==> src/rtl/mcn_pkg.sv <==
// Shared types and constants for the menu cursor key navigator.
package mcn_pkg;

   // Default menu size; the top level hands it down as a parameter.
   localparam int MCN_MAX_ENTRIES = 64;

   // Fixed field widths of the transactions and registers.
   localparam int FUNC_W   = 2;
   localparam int BYTE_W   = 8;
   localparam int KEY_W    = 4;
   localparam int CHAR_W   = 7;
   localparam int CURSOR_W = 6;
   localparam int OUTC_W   = 2;
   localparam int COUNT_W  = 7;
   localparam int CSR_IDX_W  = 3;
   localparam int CSR_DATA_W = 64;

   // Event selector codes.
   localparam logic [FUNC_W-1:0] FUNC_START  = 2'd0;
   localparam logic [FUNC_W-1:0] FUNC_SERIAL = 2'd1;
   localparam logic [FUNC_W-1:0] FUNC_USAGE  = 2'd2;

   // Configuration register indexes.
   localparam logic [CSR_IDX_W-1:0] REG_ITEM_COUNT   = 3'd0;
   localparam logic [CSR_IDX_W-1:0] REG_DISABLED     = 3'd1;
   localparam logic [CSR_IDX_W-1:0] REG_START_INDEX  = 3'd2;
   localparam logic [CSR_IDX_W-1:0] REG_SERIAL_EN    = 3'd3;
   localparam logic [CSR_IDX_W-1:0] REG_KEYBOARD_EN  = 3'd4;

   // Serial character codes.
   localparam logic [BYTE_W-1:0] CH_BS    = 8'h08;
   localparam logic [BYTE_W-1:0] CH_LF    = 8'h0A;
   localparam logic [BYTE_W-1:0] CH_CR    = 8'h0D;
   localparam logic [BYTE_W-1:0] CH_ESC   = 8'h1B;
   localparam logic [BYTE_W-1:0] CH_SPACE = 8'h20;
   localparam logic [BYTE_W-1:0] CH_A     = 8'h41;
   localparam logic [BYTE_W-1:0] CH_B     = 8'h42;
   localparam logic [BYTE_W-1:0] CH_C     = 8'h43;
   localparam logic [BYTE_W-1:0] CH_D     = 8'h44;
   localparam logic [BYTE_W-1:0] CH_CSI   = 8'h5B;
   localparam logic [BYTE_W-1:0] CH_DEL   = 8'h7F;

   // Keyboard usage codes.
   localparam logic [BYTE_W-1:0] USAGE_ENTER = 8'h28;
   localparam logic [BYTE_W-1:0] USAGE_ESC   = 8'h29;
   localparam logic [BYTE_W-1:0] USAGE_BACK  = 8'h2A;
   localparam logic [BYTE_W-1:0] USAGE_RIGHT = 8'h4F;
   localparam logic [BYTE_W-1:0] USAGE_LEFT  = 8'h50;
   localparam logic [BYTE_W-1:0] USAGE_DOWN  = 8'h51;
   localparam logic [BYTE_W-1:0] USAGE_UP    = 8'h52;

   // Decoded keys.
   typedef enum logic [KEY_W-1:0] {
      KEY_NONE  = 4'd0,
      KEY_UP    = 4'd1,
      KEY_DOWN  = 4'd2,
      KEY_LEFT  = 4'd3,
      KEY_RIGHT = 4'd4,
      KEY_ENTER = 4'd5,
      KEY_ESC   = 4'd6,
      KEY_BACK  = 4'd7,
      KEY_PRINT = 4'd8
   } key_type;

   // Result outcomes.
   typedef enum logic [OUTC_W-1:0] {
      OUT_NAV     = 2'd0,
      OUT_CHOSEN  = 2'd1,
      OUT_CANCEL  = 2'd2,
      OUT_IGNORED = 2'd3
   } outcome_type;

   // Escape sequence phase of the serial decoder.
   typedef enum logic [2:0] {
      PH_NEUTRAL = 3'b001,
      PH_ESC     = 3'b010,
      PH_CSI     = 3'b100
   } phase_type;

   // Top-level sequencer states.
   typedef enum logic [1:0] {
      ST_IDLE = 2'b01,
      ST_SEEK = 2'b10
   } state_type;

   // Command to the entry seek unit.
   typedef struct packed {
      logic start;
      logic up;
   } seek_req_type;

   // Status of the entry seek unit.
   typedef struct packed {
      logic busy;
      logic done;
   } seek_stat_type;

endpackage

==> src/rtl/mcn_if.sv <==
// Valid/ready channel interfaces for key events and navigation results.
interface mcn_req_if import mcn_pkg::*; ();
   logic                valid;
   logic                ready;
   logic [FUNC_W-1:0]   func;
   logic [BYTE_W-1:0]   byte_value;
   logic                is_press;

   modport source (output valid, func, byte_value, is_press, input ready);
   modport sink   (input valid, func, byte_value, is_press, output ready);
endinterface

interface mcn_rsp_if import mcn_pkg::*; ();
   logic                valid;
   logic                ready;
   logic [KEY_W-1:0]    decoded_key;
   logic [CHAR_W-1:0]   printable_char;
   logic [CURSOR_W-1:0] cursor_index;
   logic [OUTC_W-1:0]   outcome;

   modport source (output valid, decoded_key, printable_char, cursor_index, outcome,
                   input ready);
   modport sink   (input valid, decoded_key, printable_char, cursor_index, outcome,
                   output ready);
endinterface

==> src/rtl/menu_cursor_key_navigator_core.sv <==
// Top level of the menu cursor key navigator.
//
// Key events come in on req_chan (start, serial byte or keyboard usage code) and each
// accepted transaction yields exactly one result transaction on rsp_chan: the decoded
// key, the printable character, the cursor and the outcome.
// Events with no cursor walk (all but start, and up and down while active, on a non-empty
// menu) finish in the accept cycle and their result is valid on the next cycle.
// Start, up and down run the entry seek unit, which examines one menu entry per cycle,
// and at most the effective entry count of entries (itself at most MAX_ENTRIES) before
// the result is made valid.
// One transaction is worked on at a time; req_chan.ready is low while the seek unit runs.
// A finished result waits in the output register; the next transaction is accepted in
// the same cycle that the pending result is taken, so a stalled receiver holds off new
// input but loses nothing.
// The user writes configuration through csr_we, csr_index and csr_wdata only while the
// block is idle; the block does not enforce this. Unknown indexes are ignored.
// Synchronous reset loads the register defaults (one entry, none disabled, serial on,
// keyboard off), clears the cursor, the escape phase and the active flag, and drops any
// pending result. No clearing pass is needed after reset.
module menu_cursor_key_navigator_core import mcn_pkg::*; #(
   parameter int MAX_ENTRIES = MCN_MAX_ENTRIES
) (
   input  logic                  clock,
   input  logic                  reset,
   mcn_req_if.sink               req_chan,
   mcn_rsp_if.source             rsp_chan,
   input  logic                  csr_we,
   input  logic [CSR_IDX_W-1:0]  csr_index,
   input  logic [CSR_DATA_W-1:0] csr_wdata
);

   localparam int IDX_W = $clog2(MAX_ENTRIES);
   localparam int CNT_W = $clog2(MAX_ENTRIES + 1);

   // Configuration registers.
   logic [COUNT_W-1:0]     item_count_ff;
   logic [MAX_ENTRIES-1:0] disabled_ff;
   logic [CURSOR_W-1:0]    start_index_ff;
   logic                   serial_en_ff;
   logic                   keyboard_en_ff;

   // Navigation and sequencing state.
   state_type         state_ff;
   state_type         state_in;
   logic [IDX_W-1:0]  cursor_ff;
   logic [IDX_W-1:0]  cursor_in;
   logic              active_ff;
   logic              active_in;
   logic              rsp_valid_ff;
   logic              rsp_valid_in;
   key_type           rsp_key_ff;
   key_type           rsp_key_in;
   logic [CHAR_W-1:0] rsp_char_ff;
   logic [CHAR_W-1:0] rsp_char_in;
   logic [IDX_W-1:0]  rsp_cursor_ff;
   logic [IDX_W-1:0]  rsp_cursor_in;
   outcome_type       rsp_outcome_ff;
   outcome_type       rsp_outcome_in;

   logic              accept;
   logic [CNT_W-1:0]  count;
   logic              count_zero;
   logic              src_enabled;
   logic              sel_serial;
   key_type           dec_key;
   logic [CHAR_W-1:0] dec_char;
   key_type           key;
   logic [IDX_W-1:0]  cursor_eff;
   logic [CNT_W-1:0]  cursor_inc;
   logic [IDX_W-1:0]  up_from;
   logic [IDX_W-1:0]  down_from;
   logic [IDX_W-1:0]  start_from;
   logic [IDX_W-1:0]  seek_from;
   logic [IDX_W-1:0]  seek_result;
   seek_req_type      seek_cmd;
   seek_stat_type     seek_stat;

   // Configuration writes.
   always_ff @(posedge clock) begin
      if (reset) begin
         item_count_ff  <= COUNT_W'(1);
         disabled_ff    <= '0;
         start_index_ff <= '0;
         serial_en_ff   <= 1'b1;
         keyboard_en_ff <= 1'b0;
      end else if (csr_we) begin
         unique case (csr_index)
            REG_ITEM_COUNT:  item_count_ff  <= csr_wdata[COUNT_W-1:0];
            REG_DISABLED:    disabled_ff    <= csr_wdata[MAX_ENTRIES-1:0];
            REG_START_INDEX: start_index_ff <= csr_wdata[CURSOR_W-1:0];
            REG_SERIAL_EN:   serial_en_ff   <= csr_wdata[0];
            REG_KEYBOARD_EN: keyboard_en_ff <= csr_wdata[0];
            default: ;
         endcase
      end
   end

   // Handshake: accept only when idle and the result slot is free or being emptied.
   assign req_chan.ready = (state_ff == ST_IDLE) && (!rsp_valid_ff || rsp_chan.ready);
   assign accept         = req_chan.valid && req_chan.ready;

   // Effective entry count, clamped to the menu size.
   assign count      = (item_count_ff > COUNT_W'(MAX_ENTRIES)) ? CNT_W'(MAX_ENTRIES)
                                                                : item_count_ff[CNT_W-1:0];
   assign count_zero = (count == '0);

   // Source enable per event kind.
   assign sel_serial  = (req_chan.func == FUNC_SERIAL);
   assign src_enabled = sel_serial ? serial_en_ff
                                   : (req_chan.func == FUNC_USAGE) && keyboard_en_ff;

   mcn_decoder u_decoder (
      .clock          (clock),
      .reset          (reset),
      .byte_value     (req_chan.byte_value),
      .is_press       (req_chan.is_press),
      .sel_serial     (sel_serial),
      .advance        (accept && sel_serial && serial_en_ff),
      .key            (dec_key),
      .printable_char (dec_char)
   );

   assign key = src_enabled ? dec_key : KEY_NONE;

   // A cursor left beyond a shrunk count restarts from the first entry.
   assign cursor_eff = (CNT_W'(cursor_ff) >= count) ? '0 : cursor_ff;
   assign cursor_inc = CNT_W'(cursor_eff) + CNT_W'(1);
   assign up_from    = (cursor_eff == '0) ? IDX_W'(count - CNT_W'(1)) : cursor_eff - IDX_W'(1);
   assign down_from  = (cursor_inc == count) ? '0 : cursor_inc[IDX_W-1:0];
   assign start_from = (COUNT_W'(start_index_ff) < COUNT_W'(count))
                       ? start_index_ff[IDX_W-1:0] : '0;

   // Per-transaction decisions, taken in the accept cycle.
   always_comb begin
      state_in       = state_ff;
      cursor_in      = cursor_ff;
      active_in      = active_ff;
      rsp_valid_in   = rsp_valid_ff && !rsp_chan.ready;
      rsp_key_in     = rsp_key_ff;
      rsp_char_in    = rsp_char_ff;
      rsp_cursor_in  = rsp_cursor_ff;
      rsp_outcome_in = rsp_outcome_ff;
      seek_cmd       = '0;
      seek_from      = start_from;

      if (accept) begin
         rsp_key_in     = KEY_NONE;
         rsp_char_in    = '0;
         rsp_cursor_in  = cursor_ff;
         rsp_outcome_in = OUT_IGNORED;
         rsp_valid_in   = 1'b1;
         case (req_chan.func) inside
            FUNC_START: begin
               if (count_zero) begin
                  active_in      = 1'b0;
                  rsp_outcome_in = OUT_CANCEL;
               end else begin
                  active_in      = 1'b1;
                  rsp_outcome_in = OUT_NAV;
                  seek_cmd.start = 1'b1;
                  seek_from      = start_from;
               end
            end
            FUNC_SERIAL, FUNC_USAGE: begin
               if (src_enabled) begin
                  rsp_key_in  = key;
                  rsp_char_in = dec_char;
                  if (active_ff) begin
                     if (count_zero) begin
                        active_in      = 1'b0;
                        rsp_outcome_in = OUT_CANCEL;
                     end else begin
                        cursor_in      = cursor_eff;
                        rsp_cursor_in  = cursor_eff;
                        rsp_outcome_in = OUT_NAV;
                        case (key) inside
                           KEY_UP: begin
                              seek_cmd.start = 1'b1;
                              seek_cmd.up    = 1'b1;
                              seek_from      = up_from;
                           end
                           KEY_DOWN: begin
                              seek_cmd.start = 1'b1;
                              seek_from      = down_from;
                           end
                           KEY_ENTER, KEY_RIGHT: begin
                              if (!disabled_ff[cursor_eff]) begin
                                 rsp_outcome_in = OUT_CHOSEN;
                                 active_in      = 1'b0;
                              end
                           end
                           KEY_ESC, KEY_BACK: begin
                              rsp_outcome_in = OUT_CANCEL;
                              active_in      = 1'b0;
                           end
                           default: ;
                        endcase
                     end
                  end
               end
            end
            default: ;
         endcase
         // A cursor walk holds the result back until the seek unit finishes.
         if (seek_cmd.start) begin
            rsp_valid_in = 1'b0;
            state_in     = ST_SEEK;
         end
      end

      // Seek completion fills in the cursor and releases the result.
      if (seek_stat.done) begin
         cursor_in     = seek_result;
         rsp_cursor_in = seek_result;
         rsp_valid_in  = 1'b1;
         state_in      = ST_IDLE;
      end
   end

   mcn_seeker #(
      .MAX_ENTRIES (MAX_ENTRIES)
   ) u_seeker (
      .clock    (clock),
      .reset    (reset),
      .cmd      (seek_cmd),
      .from     (seek_from),
      .count    (count),
      .disabled (disabled_ff),
      .stat     (seek_stat),
      .result   (seek_result)
   );

   // Control state.
   always_ff @(posedge clock) begin
      if (reset) begin
         state_ff     <= ST_IDLE;
         cursor_ff    <= '0;
         active_ff    <= 1'b0;
         rsp_valid_ff <= 1'b0;
      end else begin
         state_ff     <= state_in;
         cursor_ff    <= cursor_in;
         active_ff    <= active_in;
         rsp_valid_ff <= rsp_valid_in;
      end
   end

   // Result payload.
   always_ff @(posedge clock) begin
      rsp_key_ff     <= rsp_key_in;
      rsp_char_ff    <= rsp_char_in;
      rsp_cursor_ff  <= rsp_cursor_in;
      rsp_outcome_ff <= rsp_outcome_in;
   end

   assign rsp_chan.valid          = rsp_valid_ff;
   assign rsp_chan.decoded_key    = rsp_key_ff;
   assign rsp_chan.printable_char = rsp_char_ff;
   assign rsp_chan.cursor_index   = CURSOR_W'(rsp_cursor_ff);
   assign rsp_chan.outcome        = rsp_outcome_ff;

   // No new transaction is taken while the seek unit walks the menu.
   assert property (@(posedge clock) disable iff (reset)
      seek_stat.busy |-> !req_chan.ready)
      else $error("input accepted while a cursor walk is in progress");

   // The result slot stays empty for the whole walk.
   assert property (@(posedge clock) disable iff (reset)
      (state_ff == ST_SEEK) |-> !rsp_valid_ff)
      else $error("result pending during a cursor walk");

   // The seek unit finishes only inside a walk started by the sequencer.
   assert property (@(posedge clock) disable iff (reset)
      seek_stat.done |-> (state_ff == ST_SEEK))
      else $error("seek completion outside a walk");

   // A choice is only ever made by enter or right.
   assert property (@(posedge clock) disable iff (reset)
      (rsp_valid_ff && rsp_outcome_ff == OUT_CHOSEN)
         |-> (rsp_key_ff == KEY_ENTER || rsp_key_ff == KEY_RIGHT))
      else $error("entry chosen by a key other than enter or right");

   // A chosen entry closes the menu.
   assert property (@(posedge clock) disable iff (reset)
      $rose(rsp_valid_ff) && rsp_outcome_ff == OUT_CHOSEN |-> !active_ff)
      else $error("menu still active after a choice");

endmodule

==> src/rtl/mcn_decoder.sv <==
// Key decoder: serial escape-sequence decoding and keyboard usage mapping.
module mcn_decoder import mcn_pkg::*; (
   input  logic              clock,
   input  logic              reset,
   input  logic [BYTE_W-1:0] byte_value,
   input  logic              is_press,
   input  logic              sel_serial,
   input  logic              advance,
   output key_type           key,
   output logic [CHAR_W-1:0] printable_char
);

   phase_type         phase_ff;
   phase_type         phase_in;
   key_type           key_serial;
   key_type           key_usage;
   logic [CHAR_W-1:0] char_serial;

   // Serial byte decoding against the current escape phase.
   always_comb begin
      key_serial  = KEY_NONE;
      char_serial = '0;
      phase_in    = phase_ff;
      unique case (phase_ff)
         PH_NEUTRAL: begin
            if (byte_value == CH_ESC) begin
               phase_in = PH_ESC;
            end else if (byte_value == CH_CR || byte_value == CH_LF) begin
               key_serial = KEY_ENTER;
            end else if (byte_value == CH_DEL || byte_value == CH_BS) begin
               key_serial = KEY_BACK;
            end else if (byte_value >= CH_SPACE && byte_value < CH_DEL) begin
               key_serial  = KEY_PRINT;
               char_serial = byte_value[CHAR_W-1:0];
            end
         end
         PH_ESC: begin
            // Anything but a bracket after ESC is a lone escape; the byte is consumed.
            if (byte_value == CH_CSI) begin
               phase_in = PH_CSI;
            end else begin
               phase_in   = PH_NEUTRAL;
               key_serial = KEY_ESC;
            end
         end
         PH_CSI: begin
            phase_in = PH_NEUTRAL;
            unique case (byte_value)
               CH_A:    key_serial = KEY_UP;
               CH_B:    key_serial = KEY_DOWN;
               CH_C:    key_serial = KEY_RIGHT;
               CH_D:    key_serial = KEY_LEFT;
               default: key_serial = KEY_NONE;
            endcase
         end
         default: begin
            phase_in = PH_NEUTRAL;
         end
      endcase
   end

   // Keyboard usage codes map to keys on a press only.
   always_comb begin
      key_usage = KEY_NONE;
      if (is_press) begin
         unique case (byte_value)
            USAGE_UP:    key_usage = KEY_UP;
            USAGE_DOWN:  key_usage = KEY_DOWN;
            USAGE_LEFT:  key_usage = KEY_LEFT;
            USAGE_RIGHT: key_usage = KEY_RIGHT;
            USAGE_ENTER: key_usage = KEY_ENTER;
            USAGE_ESC:   key_usage = KEY_ESC;
            USAGE_BACK:  key_usage = KEY_BACK;
            default:     key_usage = KEY_NONE;
         endcase
      end
   end

   assign key            = sel_serial ? key_serial : key_usage;
   assign printable_char = sel_serial ? char_serial : '0;

   // The escape phase moves only on an accepted, enabled serial byte.
   always_ff @(posedge clock) begin
      if (reset) begin
         phase_ff <= PH_NEUTRAL;
      end else if (advance) begin
         phase_ff <= phase_in;
      end
   end

endmodule

==> src/rtl/mcn_seeker.sv <==
// Entry seek unit: steps one menu entry per cycle to the next enabled entry.
module mcn_seeker import mcn_pkg::*; #(
   parameter int MAX_ENTRIES = MCN_MAX_ENTRIES
) (
   input  logic                                 clock,
   input  logic                                 reset,
   input  seek_req_type                         cmd,
   input  logic [$clog2(MAX_ENTRIES)-1:0]       from,
   input  logic [$clog2(MAX_ENTRIES+1)-1:0]     count,
   input  logic [MAX_ENTRIES-1:0]               disabled,
   output seek_stat_type                        stat,
   output logic [$clog2(MAX_ENTRIES)-1:0]       result
);

   localparam int IDX_W = $clog2(MAX_ENTRIES);
   localparam int CNT_W = $clog2(MAX_ENTRIES + 1);

   logic             busy_ff;
   logic             up_ff;
   logic [IDX_W-1:0] idx_ff;
   logic [IDX_W-1:0] from_ff;
   logic [CNT_W-1:0] steps_ff;
   logic             hit;
   logic             last_step;
   logic [CNT_W-1:0] idx_inc;
   logic [CNT_W-1:0] count_dec;
   logic [IDX_W-1:0] idx_in;

   // One entry is examined per cycle; the sweep gives up after count entries.
   assign hit       = !disabled[idx_ff];
   assign count_dec = count - CNT_W'(1);
   assign last_step = (steps_ff == count_dec);
   assign idx_inc   = CNT_W'(idx_ff) + CNT_W'(1);

   // Wrap-around step in either direction.
   always_comb begin
      if (up_ff) begin
         idx_in = (idx_ff == '0) ? count_dec[IDX_W-1:0] : idx_ff - IDX_W'(1);
      end else begin
         idx_in = (idx_inc == count) ? '0 : idx_inc[IDX_W-1:0];
      end
   end

   assign stat.busy = busy_ff;
   assign stat.done = busy_ff && (hit || last_step);
   assign result    = hit ? idx_ff : from_ff;

   always_ff @(posedge clock) begin
      if (reset) begin
         busy_ff <= 1'b0;
      end else if (cmd.start) begin
         busy_ff <= 1'b1;
      end else if (stat.done) begin
         busy_ff <= 1'b0;
      end
   end

   // Walk registers carry no reset; they are loaded on every start.
   always_ff @(posedge clock) begin
      if (cmd.start) begin
         up_ff    <= cmd.up;
         idx_ff   <= from;
         from_ff  <= from;
         steps_ff <= '0;
      end else if (busy_ff) begin
         idx_ff   <= idx_in;
         steps_ff <= steps_ff + CNT_W'(1);
      end
   end

endmodule
==> src/flat_wrapper.sv <==
// flat-port wrapper written by rule: the top's interface ports become plain ports
module menu_cursor_key_navigator_core_flat import mcn_pkg::*;
#(
   parameter int MAX_ENTRIES = MCN_MAX_ENTRIES
)
  (clock, reset, csr_we, csr_index, csr_wdata, req_chan_valid, req_chan_func, req_chan_byte_value, req_chan_is_press, req_chan_ready, rsp_chan_valid, rsp_chan_decoded_key, rsp_chan_printable_char, rsp_chan_cursor_index, rsp_chan_outcome, rsp_chan_ready);
  mcn_req_if req_chan_i ();
  mcn_rsp_if rsp_chan_i ();
  input  logic clock;
  input  logic reset;
  input  logic csr_we;
  input  logic [CSR_IDX_W-1:0] csr_index;
  input  logic [CSR_DATA_W-1:0] csr_wdata;
  input wire logic [$bits(req_chan_i.valid)-1:0] req_chan_valid;
  input wire logic [$bits(req_chan_i.func)-1:0] req_chan_func;
  input wire logic [$bits(req_chan_i.byte_value)-1:0] req_chan_byte_value;
  input wire logic [$bits(req_chan_i.is_press)-1:0] req_chan_is_press;
  output wire logic [$bits(req_chan_i.ready)-1:0] req_chan_ready;
  output wire logic [$bits(rsp_chan_i.valid)-1:0] rsp_chan_valid;
  output wire logic [$bits(rsp_chan_i.decoded_key)-1:0] rsp_chan_decoded_key;
  output wire logic [$bits(rsp_chan_i.printable_char)-1:0] rsp_chan_printable_char;
  output wire logic [$bits(rsp_chan_i.cursor_index)-1:0] rsp_chan_cursor_index;
  output wire logic [$bits(rsp_chan_i.outcome)-1:0] rsp_chan_outcome;
  input wire logic [$bits(rsp_chan_i.ready)-1:0] rsp_chan_ready;
  assign req_chan_i.valid = req_chan_valid;
  assign req_chan_i.func = req_chan_func;
  assign req_chan_i.byte_value = req_chan_byte_value;
  assign req_chan_i.is_press = req_chan_is_press;
  assign req_chan_ready = req_chan_i.ready;
  assign rsp_chan_valid = rsp_chan_i.valid;
  assign rsp_chan_decoded_key = rsp_chan_i.decoded_key;
  assign rsp_chan_printable_char = rsp_chan_i.printable_char;
  assign rsp_chan_cursor_index = rsp_chan_i.cursor_index;
  assign rsp_chan_outcome = rsp_chan_i.outcome;
  assign rsp_chan_i.ready = rsp_chan_ready;
  menu_cursor_key_navigator_core #(.MAX_ENTRIES(MAX_ENTRIES)) u_core (.clock(clock), .reset(reset), .req_chan(req_chan_i), .rsp_chan(rsp_chan_i), .csr_we(csr_we), .csr_index(csr_index), .csr_wdata(csr_wdata));
endmodule
==> config.mk <==
export PLATFORM = sky130hd
export DESIGN_NAME = menu_cursor_key_navigator_core_flat
export DESIGN_NICKNAME = d
export VERILOG_FILES = /design/src/rtl/mcn_pkg.sv /design/src/rtl/mcn_if.sv /design/src/rtl/menu_cursor_key_navigator_core.sv /design/src/rtl/mcn_decoder.sv /design/src/rtl/mcn_seeker.sv /design/src/flat_wrapper.sv
export SDC_FILE = /design/constraint.sdc
export NUM_CORES = 1
export LEC_CHECK = 0
export BUFFER_PORTS_ARGS = -buffer_cell sky130_fd_sc_hd__buf_2
export CORE_AREA = 2 2 132 121
export DETAILED_ROUTE_END_ITERATION = 10
export DIE_AREA = 0 0 134 123
export GPL_ROUTABILITY_DRIVEN = 1
export GPL_TIMING_DRIVEN = 0
export MAX_ROUTING_LAYER = met4
export PLACE_DENSITY = 0.76
export SYNTH_ARGS = -nofsm -noshare
export SYNTH_HDL_FRONTEND = slang
export SYNTH_SLANG_ARGS = --single-unit
==> constraint.sdc <==
create_clock -name clock -period 5.2 [get_ports clock]
set_input_delay 0.78 -clock clock [delete_from_list [all_inputs] [get_ports clock]]
set_output_delay 0.78 -clock clock [all_outputs]
set_load 0.02 [all_outputs]
# Yosys cells after proc, flatten, opt, wreduce, memory -nomap -nowiden
# Index checks and enable logic that the tools add are counted.
[word_totals] word_cells=200 out_inout_bits=21 register_bits=132
[classes] bitwise_logic=7 reduce_logical=40 n_lt_le_gt_ge=7 eq_ne=37 addsub=6 mux=84
[ops] op="6-bit two-way mux" count=25
[ops] op="8-bit by 7-bit == test with 1-bit output (second input constant)" count=10
[ops] op="1-bit two-way mux" count=28
[ops] op="2-bit two-way mux" count=14
[ops] op="8-bit by 4-bit == test with 1-bit output (second input constant)" count=3
[ops] op="8-bit by 6-bit == test with 1-bit output (second input constant)" count=3
[ops] op="4-bit two-way mux" count=6
[ops] op="7-bit == test" count=3
[ops] op="3-bit one-hot mux with 7 select lines" count=1
[ops] op="4-bit by 3-bit == test with 1-bit output (second input constant)" count=4
[ops] op="6-bit by 1-bit adder with 7-bit output (second input constant)" count=2
[ops] op="6-bit by 7-bit < comparator with 1-bit output (second input constant)" count=2
[ops] op="2-bit AND reduction" count=7
[ops] op="1-bit binary-select mux with 6-bit select" count=2
[ops] op="6-bit zero test" count=2
[ops] op="3-bit two-way mux" count=4
[ops] op="3-bit one-hot mux with 4 select lines" count=1
[ops] op="4-bit one-hot mux with 3 select lines" count=1
[ops] op="6-bit by 1-bit subtractor with 6-bit output (second input constant)" count=2
[ops] op="2-bit nonzero test" count=5
[ops] op="3-bit by 2-bit == test with 1-bit output (second input constant)" count=3
[ops] op="9-bit OR reduction" count=1
[ops] op="8-bit by 5-bit == test with 1-bit output (second input constant)" count=1
[ops] op="8-bit by 6-bit greater-or-equal comparator with 1-bit output (second input constant)" count=1
[ops] op="26 further kinds" count=50

# Depth between registers and ports, before layout
[logic_depth] depth_word=21 ltp_mapped=18 mapped_depth_nobuf=16

# Cells and area by module
# From an unflattened synthesis, not the netlist that was laid out.
[hier_totals] cells_unflattened=945 area_unflattened_um2=8326.7
[modules_own_cells] module="menu_cursor_key_navigator_core" cells_per_inst=676 instances=1 area_per_inst_um2=5659.2
[modules_own_cells] module="mcn_seeker" cells_per_inst=192 instances=1 area_per_inst_um2=2138.3
[modules_own_cells] module="mcn_decoder" cells_per_inst=77 instances=1 area_per_inst_um2=529.3

# Least setup slack after synthesis
# No wires, ideal clock.
[synth_path] path_kind="register to register" startpoint="reg u_core.item_count_ff[6]" endpoint="reg u_core.u_seeker.idx_ff[3], data pin" stages_incl_launch_ff=18 setup_slack_ns=1.058 t_arrival_ns=3.872 period_less_slack_ns=4.142 cell_sequence="dfxtp_1 -> buf_2 -> nand2b_1 -> ha_1 -> a211oi_1 -> nor3_1 -> a21o_1 -> clkbuf_1 -> nor2_1 -> ha_1 -> nand3_1 -> xnor2_1 -> o221ai_1 -> or3_1 -> a221oi_1 -> a211oi_2 -> a32oi_1 -> a31oi_1"
[synth_via] elab_chain_cells=16 word_cells_on_any_way=36 classes_between="add/sub (3); order compare (3); eq/ne (2); mux (26); reduce/logical (2)"
[synth_lines] element="from (decl)" line="menu_cursor_key_navigator_core.sv:36" text="logic [COUNT_W-1:0] item_count_ff;"
[synth_lines] element="from (signal assigned)" line="menu_cursor_key_navigator_core.sv:88" text="REG_ITEM_COUNT: item_count_ff <= csr_wdata[COUNT_W-1:0];"
[synth_lines] element="7-bit > comparator" line="menu_cursor_key_navigator_core.sv:103" text="assign count = (item_count_ff > COUNT_W'(MAX_ENTRIES)) ? CNT_W'(MAX_ENTRIES)"
[synth_lines] element="7-bit two-way mux *" line="menu_cursor_key_navigator_core.sv:103"
[synth_lines] element="6-bit by 7-bit greater-or-equal comparator with 1-bit output" line="menu_cursor_key_navigator_core.sv:126" text="assign cursor_eff = (CNT_W'(cursor_ff) >= count) ? '0 : cursor_ff;"
[synth_lines] element="6-bit two-way mux" line="menu_cursor_key_navigator_core.sv:126"
[synth_lines] element="6-bit by 1-bit adder with 7-bit output" line="menu_cursor_key_navigator_core.sv:127" text="assign cursor_inc = CNT_W'(cursor_eff) + CNT_W'(1);"
[synth_lines] element="7-bit == test" line="menu_cursor_key_navigator_core.sv:129" text="assign down_from = (cursor_inc == count) ? '0 : cursor_inc[IDX_W-1:0];"
[synth_lines] element="6-bit two-way mux" line="menu_cursor_key_navigator_core.sv:129"
[synth_lines] element="6-bit two-way mux (2 in a row)" line="menu_cursor_key_navigator_core.sv:176" text="case (key) inside"
[synth_lines] element="6-bit two-way mux" line="menu_cursor_key_navigator_core.sv:169" text="if (count_zero) begin"
[synth_lines] element="6-bit two-way mux" line="menu_cursor_key_navigator_core.sv:168" text="if (active_ff) begin"
[synth_lines] element="6-bit two-way mux" line="menu_cursor_key_navigator_core.sv:165" text="if (src_enabled) begin"
[synth_lines] element="6-bit two-way mux (2 in a row)" line="menu_cursor_key_navigator_core.sv:152" text="case (req_chan.func) inside"
[synth_lines] element="6-bit two-way mux" line="menu_cursor_key_navigator_core.sv:146" text="if (accept) begin"
[synth_lines] element="6-bit two-way mux *" line="mcn_seeker.sv:60" text="if (cmd.start) begin"
[synth_lines] element="to (signal assigned)" line="mcn_seeker.sv:62" text="idx_ff <= from;"
[synth_lines] element="to (signal assigned)" line="mcn_seeker.sv:66" text="idx_ff <= idx_in;"
[synth_lines] element="to (decl)" line="mcn_seeker.sv:20" text="logic [IDX_W-1:0] idx_ff;"
# Every way passes the cells marked *; elsewhere a longest branch is shown, timed or not. The select of a mux whose other input is x is not followed.
# A chain may end at the register's enable or synchronous reset.

# Worst setup path in the final report
[layout_path] startpoint="reg u_core.item_count_ff[6]" endpoint="reg u_core.u_seeker.idx_ff[0], data pin"
# The elaborated chain is that of the path after synthesis.

==> impl_metrics.py <==
metrics = {
    "pwr": {
        "p_per_area_nw_per_um2": 286,
        "vdd_ir_drop_max_mv": 0.234,
        "p_total_w": 0.00273,
        "p_leak_nw": 3.63,
    },
    "place": {
        "place_area_um2": 8980,
        "port_buffers": 102,
        "place_hpwl_um": 18300,
        "place_congestion": 0.980,
    },
    "cells_and_area": {
        "layout.nets": 1210,
        "diodes": 0,
        "layout-drive-gt1-share": 0.173,
        "final_area_um2": 9570,
        "syn_to_final_growth_pct": 16.5,
        "post-route-util": 0.633,
    },
    "global_route": {
        "grt_max_degree": 20,
        "first_global_vias": 7073,
        "grt_pass1_wl_um": 37400,
        "antenna_found_initial": 0,
        "overflow": 0,
        "grt_usage": 0.303,
    },
    "clocking": {
        "cts_buffers": 17,
        "numClockSinks": 132,
        "cts.path.max_buffers": 2,
        "clock_latency_ps": 430,
        "root_buffer": "clkbuf_16",
        "cts_tree": "done",
        "h-tree-depth": 4,
        "path_clk_slew_ps": 60,
        "cts_setup_buffers": 0,
    },
    "floorplanning": {
        "die_h_um": 123,
        "core.rowCount": 43,
        "die-area_um2": 16500,
        "start_util": 0.543,
        "die_width_um": 134,
        "core_area_um2": 15100,
        "io_pins": 104,
    },
    "timing": {
        "tns_ps": 0,
        "fmax_mhz": 207,
        "min_period_ps": 4830,
        "final-setup-viol-count": 0,
        "fin_crit_sh": 0.929,
        "slew_viol_final": 0,
        "skew_ps": 9.57,
        "final_hold_viol_count": 0,
        "worst_pin_slew_ps": 998,
        "relSlewSlack": 0.330,
        "rsz0062_at_grt": "no",
    },
    "critical_path": {
        "crit_family": "compound AO/OA/AOI/OAI gates",
        "reg2reg_depth": 17,
        "crit_path_max_fanout": 10,
        "path_buf_inv": 2,
        "crit_type": "reg2reg",
        "start_kind": "flop",
        "worstPathCellList": "buf_2 > nand2b_1 > ha_1 > a211oi_1 > nor3_1 > a21o_1 > clkbuf_2 > nor2_1 > ha_1 > nand3_1 > xnor2_1 > o221ai_1 > or3_1 > a221oi_2 > a211oi_1 > o21ai_0 > a31oi_1",
        "cp_slowest_cell": "a221oi_2",
        "crit_path_max_incr_delay_ps": 380,
        "critPathCaptureType": "flop",
        "reg2reg_slack_ps": 370,
        "r2r-end": "u_core.u_seeker.idx_ff[0]",
        "crit_required_ps": 5350,
        "arrival_ps": 4980,
        "r2r_start": "u_core.item_count_ff[6]",
    },
    "synthesis": {
        "async_reset_ff_frac": 0,
        "syn_area_um2": 8210,
        "syn-instance-count": 983,
        "synth_edf_count": 32,
        "synth.ff_latch_count": 132,
        "yosys_warnings": 0,
        "synthesis.nets": 1089,
        "yosysSeqAreaShare": 0.361,
        "syn-mean-instance-area_um2": 8.36,
        "synth.distinct_cells": 79,
        "synthFlopType": "dfxtp_1",
    },
    "routing": {
        "dr_total_vias": 8086,
        "ant_nets": 0,
        "first_iter_violations": 872,
        "vias_per_cell": 6.13,
        "drc": 0,
        "wl_um": 24200,
        "wl_per_cell_um": 18.3,
        "firstDrtPassIters": 6,
    },
    "worst_hold_path": {
        "min_path_type": "reg2reg",
        "holdPathStages": 2,
        "min-delay-start": "u_core.disabled_ff[36]",
        "worstHoldEndpoint": "u_core.disabled_ff[36]",
    },
    "flow_run": {
        "maxCapViolCount": 0,
    },
    "status": {
        "outcome": "complete, no violations",
    },
}
-- Yosys cell counts, drive strengths merged (4+ instances only) --
master,instances,area share
and2,11,0.0084
xnor2,29,0.031
dfxtp,100,0.24
or2,4,0.0030
buf,21,0.013
nor2,66,0.030
a21oi,100,0.061
nand3b,4,0.0037
nor2b,9,0.0069
o21ai,28,0.018
o22ai,9,0.0069
o311ai,4,0.0043
nor3,20,0.012
nand4,9,0.0069
mux2,4,0.0055
clkbuf,42,0.019
a221oi,9,0.0096
mux2i,36,0.045
o21a,9,0.0084
nor4,6,0.0046
a211oi,10,0.0097
o211ai,6,0.0055
o2111ai,4,0.0043
ha,23,0.035
nand3,39,0.024
mux4,21,0.058
nand2b,10,0.0076
xor2,12,0.013
inv,28,0.013
nand2,197,0.090
edfxtp,32,0.12
a22oi,6,0.0055
a31oi,10,0.0084
and3,5,0.0038
-- worst reg2reg max path, stage by stage (launching register included) --
cell	delay, ps
dfxtp_1	370
buf_2	230
nand2b_1	310
ha_1	300
a211oi_1	360
nor3_1	160
a21o_1	220
clkbuf_2	210
nor2_1	220
ha_1	310
nand3_1	190
xnor2_1	220
o221ai_1	130
or3_1	340
a221oi_2	380
a211oi_1	140
o21ai_0	320
a31oi_1	160
-- power breakdown --
part           switching (W)  internal [W]  leakage (nW)
Combinational       0.000265      0.000165          2.22
Clock               0.000468      0.000703         0.286
Sequential         0.0000342       0.00110          1.12
Total               0.000767       0.00197          3.63
-- flip-flops by register name (all words and copies together) (netlist names) --
signal	count
u_core.cursor_ff	6
u_core.active_ff	1
u_core.rsp_chan.cursor_index	6
u_core.rsp_chan.valid	1
u_core.u_decoder.phase_ff	3
u_core.rsp_chan.printable_char	7
u_core.disabled_ff	64
u_core.rsp_chan.outcome	2
u_core.u_seeker.up_ff	1
u_core.keyboard_en_ff	1
u_core.serial_en_ff	1
u_core.u_seeker.steps_ff	7
u_core.state_ff	2
u_core.item_count_ff	7
u_core.u_seeker.from_ff	6
u_core.start_index_ff	6
u_core.u_seeker.busy_ff	1
u_core.u_seeker.idx_ff	6
u_core.rsp_chan.decoded_key	4
-- metrics by stage --
step	cells	hold WS (ps)	setup slack [ps]
2_1_floorplan	983	442	1060
3_3_place_gp	1287	452	262
3_5_place_dp	1287	461	236
4_1_cts	1319	470	223
5_1_grt	1319	483	91.6
6_report	1319	471	370
-- routing by layer --
| metal | GRT usage | vias up | part of all wire |
|---|---|---|---|
| li1 | - | 3803 | - |
| met1 | 0.420 | 3766 | 0.44 |
| met2 | 0.435 | 460 | 0.43 |
| met3 | 0.0832 | 57 | 0.11 |
| met4 | 0.0838 | 0 | 0.023 |
| met5 | - | - | 0 |
-- worst max path at each step --
stage | cells past startpoint | to | start | slack [ps]
finish | 17 | u_core.u_seeker.idx_ff[0] | u_core.item_count_ff[6] | 370
CTS | 17 | u_core.u_seeker.idx_ff[3] | u_core.item_count_ff[0] | 220
detailed placement | 17 | u_core.u_seeker.idx_ff[3] | u_core.item_count_ff[0] | 240
floorplan | 17 | u_core.u_seeker.idx_ff[3] | u_core.item_count_ff[6] | 1060
global route | 17 | u_core.u_seeker.idx_ff[3] | u_core.item_count_ff[6] | 90
global placement | 17 | u_core.u_seeker.idx_ff[3] | u_core.item_count_ff[0] | 260
-- cell type report --
cell class,instances,area [um^2]
Buffer,63,267
Clock buffer,20,467
Clock inverter,12,118
Fill cell,1357,5550
Inverter,29,109
Multi-Input combinational cell,759,4890
Sequential cell,132,2960
Tap cell,202,253
Timing Repair Buffer,102,510
-- kinds of logic (layout without fill, tap and decap cells) --
kind of cell / after synthesis / in the layout / synth area share
AOI/OAI and AO/OA: 234 / 234 / 0.185
xor gates and xnor gates: 41 / 41 / 0.0437
adders and majority gates: 23 / 23 / 0.0350
buffers and inverters: 92 / 226 / 0.0452
DFF: 132 / 132 / 0.361
muxes: 61 / 61 / 0.108
and+or+nand+nor: 400 / 400 / 0.222
-- layout by cell type (no fill, tap or decap), types with 10 or more instances in the layout --
cell       count
xnor2_1       29
xor2_1        12
nand2_1      196
and2_1        11
a21oi_1      100
mux2i_1       35
inv_1         28
mux4_2        21
buf_2        111
nor2_1        66
ha_1          23
clkbuf_1      39
o21ai_0       20
nand3_1       39
edfxtp_1      32
nand2b_1      10
nor3_1        20
dfxtp_1      100
clkbuf_16     17
-- what timing repair did --
action / CTS / global route
gates resized for setup: 0 / 7
endpoints found under the setup margin: 0 / 12
hold endpoints to repair: 0 / 0
hold buffers: 0 / 0
Power figures use the tool's default switching activity.
